$ cat src/rtl/ptc_pkg.sv
package ptc_pkg;

    localparam int unsigned NS_PER_SECOND = 1000000000;

    typedef enum logic [2:0] {
        ST_IDLE,
        ST_SEARCH,
        ST_APPLY,
        ST_HEAD_READ,
        ST_HEAD_CHECK,
        ST_SEND
    } ptc_state_t;

    typedef struct packed {
        logic        operation;
        logic [1:0]  point;
        logic [63:0] stamp_ns;
        logic [31:0] probe_id;
        logic [15:0] probe_len;
        logic [63:0] now_ns;
        logic        sending_done;
    } ptc_item_t;

    typedef struct packed {
        logic        emitted;
        logic [31:0] out_probe_id;
        logic [15:0] out_probe_len;
        logic [63:0] client_send_ns;
        logic [63:0] server_receive_ns;
        logic [63:0] server_send_ns;
        logic [63:0] client_receive_ns;
        logic        complete;
        logic        finished;
        logic        dropped;
    } ptc_result_t;

endpackage

$ cat src/rtl/ptc_front.sv
module ptc_front
    import ptc_pkg::*;
(
    input  logic      clk,
    input  logic      rst_n,
    input  logic      in_valid,
    output logic      in_ready,
    input  ptc_item_t in_item,
    output logic      q_valid,
    input  logic      q_ready,
    output ptc_item_t q_item
);

    ptc_item_t item_reg [2];
    logic      wr_ptr_reg;
    logic      wr_ptr_next;
    logic      rd_ptr_reg;
    logic      rd_ptr_next;
    logic [1:0] count_reg;
    logic [1:0] count_next;
    logic      push;
    logic      pop;

    assign in_ready = (count_reg != 2'd2);
    assign q_valid  = (count_reg != 2'd0);
    assign q_item   = item_reg[rd_ptr_reg];
    assign push     = in_valid && in_ready;
    assign pop      = q_valid && q_ready;

    always_comb
    begin
        wr_ptr_next = push ? ~wr_ptr_reg : wr_ptr_reg;
        rd_ptr_next = pop ? ~rd_ptr_reg : rd_ptr_reg;
        count_next  = count_reg + {1'b0, push} - {1'b0, pop};
    end

    always_ff @(posedge clk)
    begin
        if (push)
        begin
            item_reg[wr_ptr_reg] <= in_item;
        end
    end

    always_ff @(posedge clk or negedge rst_n)
    begin
        if (!rst_n)
        begin
            wr_ptr_reg <= 1'b0;
            rd_ptr_reg <= 1'b0;
            count_reg  <= 2'd0;
        end
        else
        begin
            wr_ptr_reg <= wr_ptr_next;
            rd_ptr_reg <= rd_ptr_next;
            count_reg  <= count_next;
        end
    end

    a_count_range: assert property (@(posedge clk) disable iff (!rst_n)
        count_reg != 2'd3) else $error("queue count out of range");
    a_full_no_push: assert property (@(posedge clk) disable iff (!rst_n)
        (count_reg == 2'd2 && !pop) |=> count_reg == 2'd2) else $error("full queue lost item");
    a_ptr_match: assert property (@(posedge clk) disable iff (!rst_n)
        (count_reg == 2'd0 || count_reg == 2'd2) |-> wr_ptr_reg == rd_ptr_reg)
        else $error("queue pointers out of step");

endmodule

$ cat config.mk
export PLATFORM = sky130hd
export DESIGN_NAME = ptc_front
export DESIGN_NICKNAME = d
export VERILOG_FILES = /design/src/rtl/ptc_pkg.sv /design/src/rtl/ptc_front.sv
export SDC_FILE = /design/constraint.sdc
export NUM_CORES = 1
export LEC_CHECK = 0
export BUFFER_PORTS_ARGS = -buffer_cell sky130_fd_sc_hd__buf_2
export CELL_PAD_IN_SITES_DETAIL_PLACEMENT = 1
export CELL_PAD_IN_SITES_GLOBAL_PLACEMENT = 1
export CORE_MARGIN = 1.5
export CORE_UTILIZATION = 25
export CTS_CLUSTER_SIZE = 25
export DETAILED_ROUTE_END_ITERATION = 16
export PLACE_DENSITY_LB_ADDON = 0.2
export SLEW_MARGIN = 20
export SYNTH_ARGS = -nofsm -noshare
export SYNTH_HDL_FRONTEND = slang
export SYNTH_SLANG_ARGS = --single-unit
$ cat constraint.sdc
create_clock -name clk -period 11.2 [get_ports clk]
set_clock_uncertainty 0.15 [all_clocks]
set_input_delay 1.12 -clock clk [delete_from_list [all_inputs] [get_ports clk]]
set_output_delay 1.12 -clock clk [all_outputs]
set_load 0.01 [all_outputs]
==> results.md, run 1 <==
* Max Transition Viols Final at 0
* Syn Inst Count at 577
* Synth unique cells at 16
* Worst ir drop on vdd at 0.142 mV
* Reg2reg start: count_reg[1]
* Core area at 53700 µm²
* Post-synth net total at 763
* Synth Warn # at 0
* Worst Hold Slack at 0.224 ns
* Post-DRT Antenna Nets at 0
* Setup CP Type: flip-flop to output port
* Sink Count at 364
* Fmax at 207 MHz
* Reg2reg setup slack at 8.01 ns
* DR iter-0 viols at 265
* Worst-path cell chain: buf_4 -> buf_4 -> mux2_2 -> buf_2
* DP HPWL at 21.2 mm
* Worst Path Arrival at 3.55 ns
* Clock root cell: clkbuf_16
* Worst-path fanout max at 56
* Maxcap violations at 0
* Chip Width at 236 µm
* HP Class: input port to asynchronous set/reset pin
* Status: completed
* Total CTS buffers at 41
* Final wirelength at 31.2 mm
* Least-Margin Pin Slew at 0.975 ns
* Commonest non-fill, non-tap cell in the layout: buf_2
* DIE AREA at 55600 µm²
* Synthesized area at 13500 µm²
* Via count at 6747
* Leak Pwr at 6.61 nW
* First-pass iteration count of the detailed router at 4
* Crit end category: output port
* Global-route wire length before repair at 46.5 mm
* Register area share after synthesis at 80.6%
* TritonCTS clock tree: yes
* Required time worst endpoint at 9.93 ns
* Clock transition at the registers of the reported paths at 0.06 ns
* Crit-path leading delay family: buffers and inverters
* Mean Syn Cell Area at 23.5 µm²
* Wire length per cell at 18.3 µm
* Cell Rows at 85
* RSZ-0062 raised after global routing: no
* Setup Buffers After CTS at 0
* Area growth, synth to finish at 28.3%
* Post-route DRC at 0
* CP Buf/Inv Count at 3
* R2r worst-path depth at 5
* Starting Density at 25.2%
* Max-slew headroom at 35.0%
* Overall Global Routing Usage at 11.0%
* Vias in the first global route at 7378
* Tot Pwr at 0.00456 W
* #FFs+latches synth at 364
* Dpl ws at 6.86 ns
* Pwr Density at 262 nW/µm²
* Die Ht at 236 µm
* Grt ovf at 0
* CTS Hold Bufs at 0
* Setup TNS at 0 ns
* Initial antenna violation count at 8
* GP Congestion at 0.730
* # IOs at 366
* Post-CTS resize count at 0
* Commonest cells after routing, fill and taps aside: buf_2 (365), edfxtp_1 (360), mux2_2 (90), mux2_4 (90), clkbuf_16 (43)
* Critical path's most frequent cell: buf_4
* Max FFs per register at 360
* H-tree depth at 2
* Max Root-Sink Buffers at 3
* Final Util at 32.3%
* Fraction of layout cells with a size suffix above 1 at 61.4%
* Final Setup Violations at 0
* IO buf count at 365
* Count of final hold-check violations at 0
* Clock Latency Late Sink at 0.54 ns
* Crit path time final at 4.82 ns
* Pin count of the biggest net entering global routing at 64
* Fillers at 5531
* Critical Path Source Type: flip-flop
* Period Utilization, post-route at 43.0%
* CP max-delay cell: buf_4
* Slack of the critical path at 6.38 ns
* Vias per Instance at 3.96
* Critical Path Max Stage Delay at 0.83 ns
* RR Endpoint: item_reg[0][115]
* Nets at 1159
## final cells by class
class	count	area, µm²	share of cell area, %
tap	696	871	5.01
inverter	1	3.75	0.0216
antenna	4	10.0	0.0576
timing repair buffer	373	1890	10.9
clock buffer	51	1110	6.37
sequential	364	10900	62.8
multi-input combinational	192	2470	14.2
clock inverter	21	109	0.627
## how the worst max path moves through the flow
stage,slack [ns],end,startpoint,depth (start not counted)
6_report,6.38,q_item[179],rd_ptr_reg,4
5_1_grt,6.13,q_item[22],rd_ptr_reg,4
4_1_cts,6.25,q_item[60],rd_ptr_reg,4
3_5_place_dp,6.86,q_item[60],rd_ptr_reg,4
3_3_place_gp,6.86,q_item[60],rd_ptr_reg,4
2_1_floorplan,1.65,item_reg[0][0],in_valid,2
## cells in the mapped netlist
library cell	instances	area share, %
and2_1	1	0.046
and3_1	1	0.046
buf_2	9	0.33
buf_6	11	0.91
dfrtp_1	4	0.74
edfxtp_1	360	80
ha_1	2	0.18
inv_1	1	0.028
mux2_2	90	7.5
mux2_4	90	10
nand2_1	1	0.028
nand2b_1	1	0.046
nor2_1	1	0.028
or2_2	1	0.046
xnor2_1	3	0.19
xor2_1	1	0.065
## power by group
part / total (W) / internal (W) / switching (W)
combinational: 0.00137 / 0.000644 / 0.000729
sequential: 0.00196 / 0.00187 / 0.0000965
clock: 0.00122 / 0.000700 / 0.000521
total: 0.00456 / 0.00321 / 0.00135
## routing by layer
layer	vias to the layer above	part of all wire (%)	GRT usage (%)
li1	3105	-	-
met1	3318	44	14.0
met2	255	45	16.9
met3	55	9.2	5.03
met4	14	2.0	3.11
met5	-	0.23	0
## worst reg2reg max path: cells and delay by family, from the launching register on
kind | cells | cell delay (ns)
flip-flops | 1 | 0.41
buffers and inverters | 2 | 1.47
AND/OR/NAND/NOR | 3 | 0.67
## cells by family (layout without fill, tap and decap cells)
logic type	count (synthesis)	in the layout	synth area share, %
flip-flops	364	364	80.6
adder cells (fa/ha/maj)	2	2	0.185
XOR/XNOR	4	4	0.259
other	0	4	0
AND/OR/NAND/NOR	6	6	0.240
buffers and inverters	21	446	1.28
multiplexers	180	180	17.5
## metrics by stage
stage | instance area, µm² | instances
2_1_floorplan | 13500 | 577
3_3_place_gp | 16100 | 1626
3_5_place_dp | 16100 | 1626
4_1_cts | 17400 | 1698
5_1_grt | 17400 | 1698
6_report | 17400 | 1702
Note: power is estimated with default switching activity, not from simulation.
==> run 2: changes to the inputs <==
- ABC_AREA: default -> 1
- clock period: 11.2 -> 4.4 ns (I/O delays scaled with it)
==> results.md, run 2 <==
* Clock transition at the registers of the reported paths at 0.06 ns (about the same)
* Critical Path Source Type: flip-flop
* Max FFs per register at 360 (unchanged)
* CP max-delay cell: inv_6
* Final Setup Violations at 0 (unchanged)
* R2r worst-path depth at 5 (unchanged)
* Initial antenna violation count at 1 (-7)
* Post-synth net total at 1157 (+52%)
* Mean Syn Cell Area at 13.7 µm² (-42%)
* Worst ir drop on vdd at 0.611 mV (+330%)
* H-tree depth at 2 (unchanged)
* Critical Path Max Stage Delay at 0.59 ns (-0.24 ns)
* Clock root cell: clkbuf_16
* GP Congestion at 0.749 (+2.7%)
* Status: completed
* Required time worst endpoint at 3.81 ns (-6.12 ns)
* Worst-path cell chain: inv_6 -> buf_4 -> nand2_1 -> nand2_1 -> buf_2
* Clk pwr share at 27.2% (+0.4 points)
* Synth Flop Type: edfxtp_1
* Worst Hold Slack at 0.0877 ns (-0.136 ns)
* Max Root-Sink Buffers at 3 (unchanged)
* Final instance area at 19100 µm² (+9.8%)
* Period Utilization, post-route at 66.8%
* Commonest cells after routing, fill and taps aside: nand2_1 (553), buf_2 (365), edfxtp_1 (360)
* DIE AREA at 54500 µm² (-2.0%)
* Cell taking the most area after synthesis: edfxtp_1
* Vias in the first global route at 9651 (+31%)
* Critical path startpoint: rd_ptr_reg
* RSZ-0062 raised after global routing: no
* Synthesized area at 13300 µm² (-2.0%)
* Reg2reg start: count_reg[0]
* Final wirelength at 36.7 mm (+18%)
* Starting Density at 25.3% (+0.046 points)
* Worst Path Arrival at 2.35 ns (-1.20 ns)
* Cell Area, Placed at 16000 µm² (-1.2%)
* Grt ovf at 0 (unchanged)
* CTS Hold Bufs at 182 (+182)
* # IOs at 366 (unchanged)
* Post-route DRC at 0 (unchanged)
* Synth unique cells at 11 (-5)
* Fraction of layout cells with a size suffix above 1 at 28.0% (-33 points)
* Maxcap violations at 0 (unchanged)
* Top cells by count, synth: nand2_1 (553), edfxtp_1 (360), buf_2 (20)
* Clock Latency Late Sink at 0.55 ns (about the same)
* Worst-path fanout max at 89 (+59%)
* Nets at 1723 (+49%)
* Area share of the largest cell type after synthesis at 81.4% (+1.6 points)
* Setup TNS at 0 ns (unchanged)
* Crit end category: output port
* Logic pwr share at 32.1% (+2.0 points)
* DP HPWL at 23.1 mm (+8.6%)
* Cell Rows at 84 (-1.2%)
* Chip Width at 233 µm (-0.98%)
* Via count at 9187 (+36%)
* #FFs+latches synth at 364 (unchanged)
* Ys async rst share at 1.10% (unchanged)
* Dpl ws at 1.98 ns (-4.88 ns)
* Vias per Instance at 4.07 (+2.6%)
* Count of final hold-check violations at 0 (unchanged)
* Net Sw Frac at 34.4% (+4.8 points)
* Core area at 52600 µm² (-2.2%)
* Fmax at 340 MHz
* RR Endpoint: item_reg[0][161]
* IO buf count at 365 (unchanged)
* Storage cell area at 10900 µm² (unchanged)
* Most frequent cell after synthesis: nand2_1
* End of the critical path: q_item[101]
* Post-DRT Antenna Nets at 0 (unchanged)
* N_diodes at 0 (-4)
* Pwr Density at 632 nW/µm² (+140%)
* First-pass iteration count of the detailed router at 4 (unchanged)
* Pin count of the biggest net entering global routing at 182 (+180%)
* Reg2reg setup slack at 2.05 ns (-5.96 ns)
* Net Sw Power at 0.00415 W (+210%)
* Synth area leaders: edfxtp_1 (81%), nand2_1 (16%), buf_2 (0.75%)
* Syn Inst Count at 971 (+68%)
* Sink Count at 364 (unchanged)
* Critical path's most frequent cell: nand2_1
* Post-route insts no fill at 2258 (+33%)
* Max Transition Viols Final at 0 (unchanged)
* Leak Pwr at 8.03 nW (+21%)
* DR iter-0 viols at 278 (+4.9%)
* Cells after DPL at 1999 (+23%)
* Number of synthesized flops with an enable pin at 360 (unchanged)
* Crit path time final at 2.94 ns
* Commonest non-fill, non-tap cell in the layout: nand2_1
* Sequential Power Share at 40.7% (-2.4 points)
* Fillers at 5707 (+3.2%)
* Area growth, synth to finish at 43.6%
* P_int at 0.00791 W (+150%)
* Slack of the critical path at 1.46 ns (-4.92 ns)
* Post-CTS resize count at 0 (unchanged)
* HP Class: input port to asynchronous set/reset pin
* Die Ht at 233 µm (-0.98%)
* Setup Buffers After CTS at 0 (unchanged)
* Synth Warn # at 0 (unchanged)
* Least-Margin Pin Slew at 1.03 ns (+0.0537 ns)
* Wire length per cell at 16.3 µm (-11%)
* Register area share after synthesis at 82.2% (+1.6 points)
* TritonCTS clock tree: yes
* Setup CP Type: flip-flop to output port
* Multi-input logic area at 2130 µm² (-14%)
* Total CTS buffers at 42 (+2.4%)
* Overall Global Routing Usage at 13.2% (+2.1 points)
* Max-slew headroom at 31.4% (-3.6 points)
* Global-route wire length before repair at 54.7 mm (+17%)
-- run 2: cell count changes after synthesis, sizes merged, moves of 3 or more --
| cell | change |
|---|---|
| nand2 | +552 |
| mux2 | -180 |
| buf | +10 |
| clkbuf | +9 |
| inv | +8 |
| nand3 | +3 |
| xnor2 | -3 |
-- run 2: metal layers --
metal | share of wire (%) | up-vias | global-route usage (%) | wire length (µm)
li1 | - | 4423 | - | -
met1 | 39 | 4503 | 15.0 | 14200
met2 | 54 | 199 | 23.9 | 19700
met3 | 4.8 | 60 | 2.97 | 1760
met4 | 2.9 | 2 | 5.27 | 1070
met5 | 0.035 | - | 0 | 13
-- run 2: worst max-delay path, delay by kind of cell (launching register included) --
| kind | cells | cell delay [ns] |
|---|---|---|
| buf+inv | 3 | 1.09 |
| flops | 1 | 0.51 |
| simple gates | 2 | 0.18 |
-- run 2: cell type report --
| class | instances | area share (%) |
|---|---|---|
| inverter | 9 | 0.223 |
| multi-input combinational | 559 | 11.2 |
| sequential | 364 | 57.2 |
| timing repair buffer | 561 | 20.1 |
| clock buffer | 58 | 6.15 |
| clock inverter | 19 | 0.630 |
| tap | 688 | 4.52 |
-- run 2: through the flow --
step / utilization [%] / power, W
floorplan: - / 0.00707
global placement: 30.4 / 0.00882
detailed placement: 30.4 / 0.00885
CTS: 36.3 / 0.0124
global route: 36.3 / 0.0128
finish: 36.3 / 0.0121
-- run 2: cells by family (layout without fill, tap and decap cells) --
logic type	count (synthesis)	count (layout)	synth area share, %
simple gates	557	557	15.8
flops	364	364	82.2
buf+inv	48	647	1.83
fa+ha+maj	2	2	0.189
-- run 2: how the worst min path moves through the flow --
stage | startpoint | endpoint | slack (ns) | cells past startpoint
2_1_floorplan | rst_n | count_reg[0] | -0.006 | 0
3_3_place_gp | rst_n | rd_ptr_reg | 0.11 | 1
3_5_place_dp | rst_n | rd_ptr_reg | 0.11 | 1
4_1_cts | rst_n | count_reg[0] | 0.06 | 2
5_1_grt | rst_n | count_reg[1] | 0.07 | 2
6_report | rst_n | count_reg[1] | 0.09 | 2
-- run 2: power by group through the flow --
stage / Combinational, W / Clock, W / Sequential (W)
after detailed placement: 0.00387 / 0 / 0.00498
after global routing: 0.00434 / 0.00353 / 0.00497
after floorplan: 0.00207 / 0 / 0.00500
after CTS: 0.00402 / 0.00342 / 0.00491
after global placement: 0.00386 / 0 / 0.00495
final: 0.00387 / 0.00328 / 0.00490
==> run 3: changes to the inputs <==
- clock period: 4.4 -> 3.08 ns (I/O delays scaled with it)
==> results.md, run 3 (synthesis gave the netlist of run 2 again) <==
* Net Sw Frac at 34.2% (-0.23 points)
* Slack of the critical path at 0.371 ns (-1.09 ns)
* Post-route DRC at 0 (unchanged)
* Starting Density at 25.3% (unchanged)
* Max-slew headroom at 34.6% (+3.1 points)
* Initial antenna violation count at 6 (+5)
* Sink Count at 364 (unchanged)
* DP HPWL at 22.2 mm (-3.6%)
* Worst ir drop on vdd at 0.731 mV (+20%)
* Final Util at 36.4% (+0.15 points)
* Die Ht at 233 µm (unchanged)
* Period Utilization, post-route at 88.0%
* Total CTS buffers at 43 (+2.4%)
* TritonCTS clock tree: yes
* Commonest cells after routing, fill and taps aside: nand2_1 (551), buf_2 (365), edfxtp_1 (360)
* Worst Path Arrival at 2.25 ns (-0.10 ns)
* H-tree depth at 2 (unchanged)
* RSZ-0062 raised after global routing: no
* Setup Buffers After CTS at 0 (unchanged)
* Logic pwr share at 31.9% (-0.2 points)
* Vias per Instance at 4.08 (+0.33%)
* Critical Path Source Type: flip-flop
* Count of final hold-check violations at 0 (unchanged)
* Clock transition at the registers of the reported paths at 0.06 ns (about the same)
* DR iter-0 viols at 361 (+30%)
* Commonest non-fill, non-tap cell in the layout: nand2_1
* Pwr Density at 909 nW/µm² (+44%)
* Nets at 1721 (-0.12%)
* Vias in the first global route at 9628 (-0.24%)
* Area growth, synth to finish at 44.2%
* # IOs at 366 (unchanged)
* Setup CP Type: flip-flop to output port
* Cell Area, Placed at 16000 µm² (about the same)
* Critical path's most frequent cell: nand2_1
* Pin count of the biggest net entering global routing at 182 (unchanged)
* Clk pwr share at 27.9% (+0.7 points)
* Cell Rows at 84 (unchanged)
* Worst-path cell chain: buf_12 -> nand2_1 -> nand2_1 -> buf_2
* Max FFs per register at 360 (unchanged)
* Global-route wire length before repair at 55.3 mm (+1.1%)
* HP Class: flip-flop to flip-flop
* Maxcap violations at 0 (unchanged)
* Final instance area at 19100 µm² (+0.41%)
* Final Setup Violations at 0 (unchanged)
* Fmax at 369 MHz
* Post-DRT Antenna Nets at 0 (unchanged)
* Sequential Power Share at 40.2% (-0.5 points)
* Least-Margin Pin Slew at 0.981 ns (-0.0470 ns)
* Overall Global Routing Usage at 13.4% (+0.17 points)
* DIE AREA at 54500 µm² (unchanged)
* Fillers at 5743 (+0.63%)
* P_int at 0.0115 W (+45%)
* Leak Pwr at 8.06 nW (+0.35%)
* Required time worst endpoint at 2.62 ns (-1.19 ns)
* Dpl ws at 0.943 ns (-1.04 ns)
* Crit path time final at 2.71 ns
* First-pass iteration count of the detailed router at 4 (unchanged)
* Clock root cell: clkbuf_16
* Grt ovf at 0 (unchanged)
* Chip Width at 233 µm (unchanged)
* Multi-input logic area at 2140 µm² (+0.71%)
* Max Root-Sink Buffers at 3 (unchanged)
* GP Congestion at 0.707 (-5.7%)
* CP max-delay cell: buf_12
* Max Transition Viols Final at 0 (unchanged)
* Via count at 9213 (+0.28%)
* Storage cell area at 10900 µm² (unchanged)
* Critical Path Max Stage Delay at 0.60 ns (about the same)
* Core area at 52600 µm² (unchanged)
* Worst-path fanout max at 181 (+100%)
* Clock Latency Late Sink at 0.56 ns (about the same)
* IO buf count at 365 (unchanged)
* Crit end category: output port
* Final wirelength at 36.9 mm (+0.53%)
* Status: completed
* Net Sw Power at 0.00595 W (+43%)
* Wire length per cell at 16.3 µm (+0.57%)
* Fraction of layout cells with a size suffix above 1 at 28.1% (+0.11 points)
==> run 3: changes by cell type in the layout (fill, tap and decap cells not counted), sizes merged <==
cell / delta
clkinvlp: -2
dlygate4sd3: +2
diode: +5
buf: -5
clkbuf: -3
bufinv: +2
==> run 3: per-layer routing <==
metal | track usage, % | vias to the layer above | part of all wire [%]
li1 | - | 4421 | -
met3 | 5.02 | 49 | 8.7
met1 | 15.8 | 4475 | 41
met2 | 22.4 | 266 | 48
met5 | 0 | - | 0.033
met4 | 4.13 | 2 | 1.9
==> run 3: timing repair <==
action,in CTS,in global routing
gates resized for setup,0,0
hold endpoints to repair,366,0
hold buffers,184,0
==> run 3: through the flow <==
stage / std cells / setup TNS, ns / hold WS (ns) / total power [W]
2_1_floorplan: 971 / -266.35 / -0.138 / 0.0101
3_3_place_gp: 1994 / 0 / -0.0198 / 0.0126
3_5_place_dp: 1994 / 0 / -0.0198 / 0.0127
4_1_cts: 2252 / 0 / 0.276 / 0.0179
5_1_grt: 2256 / 0 / 0.307 / 0.0186
6_report: 2257 / 0 / 0.327 / 0.0174
==> run 3: final cells by class <==
cell class              count  share of cell area [%]
diodes                      5                  0.0654
clock buffers              55                    6.08
clock inverters            19                   0.902
inverters                   9                   0.222
multi-input cells         559                    11.2
flip-flops and latches    364                    57.0
well taps                 688                    4.50
repair buffers            558                    20.0
==> run 3: power groups by stage <==
stage	Clock (W)	Combinational, W	Sequential [W]
3_5_place_dp	0	0.00558	0.00711
6_report	0.00486	0.00555	0.00700
2_1_floorplan	0	0.00298	0.00715
3_3_place_gp	0	0.00555	0.00707
5_1_grt	0.00520	0.00626	0.00710
4_1_cts	0.00505	0.00580	0.00701
==> run 3: worst paths after layout <==
check | startpoint | to | slack (ns) | cells past startpoint
hold / removal | wr_ptr_reg | wr_ptr_reg | 0.33 | 2
hold reg to reg | wr_ptr_reg | wr_ptr_reg | 0.33 | 2
min in group asynchronous | rst_n | wr_ptr_reg | 0.59 | 3
max in group asynchronous | rst_n | rd_ptr_reg | 1.96 | 3
setup / recovery | rd_ptr_reg | q_item[149] | 0.37 | 4
setup reg to reg | wr_ptr_reg | item_reg[0][32] | 1.19 | 4
==> run 3: critical path: cells and delay by family (launching register included) <==
kind,cells,cell delay (ns)
buffers and inverters,2,0.75
DFF,1,0.45
and+or+nand+nor,2,0.27
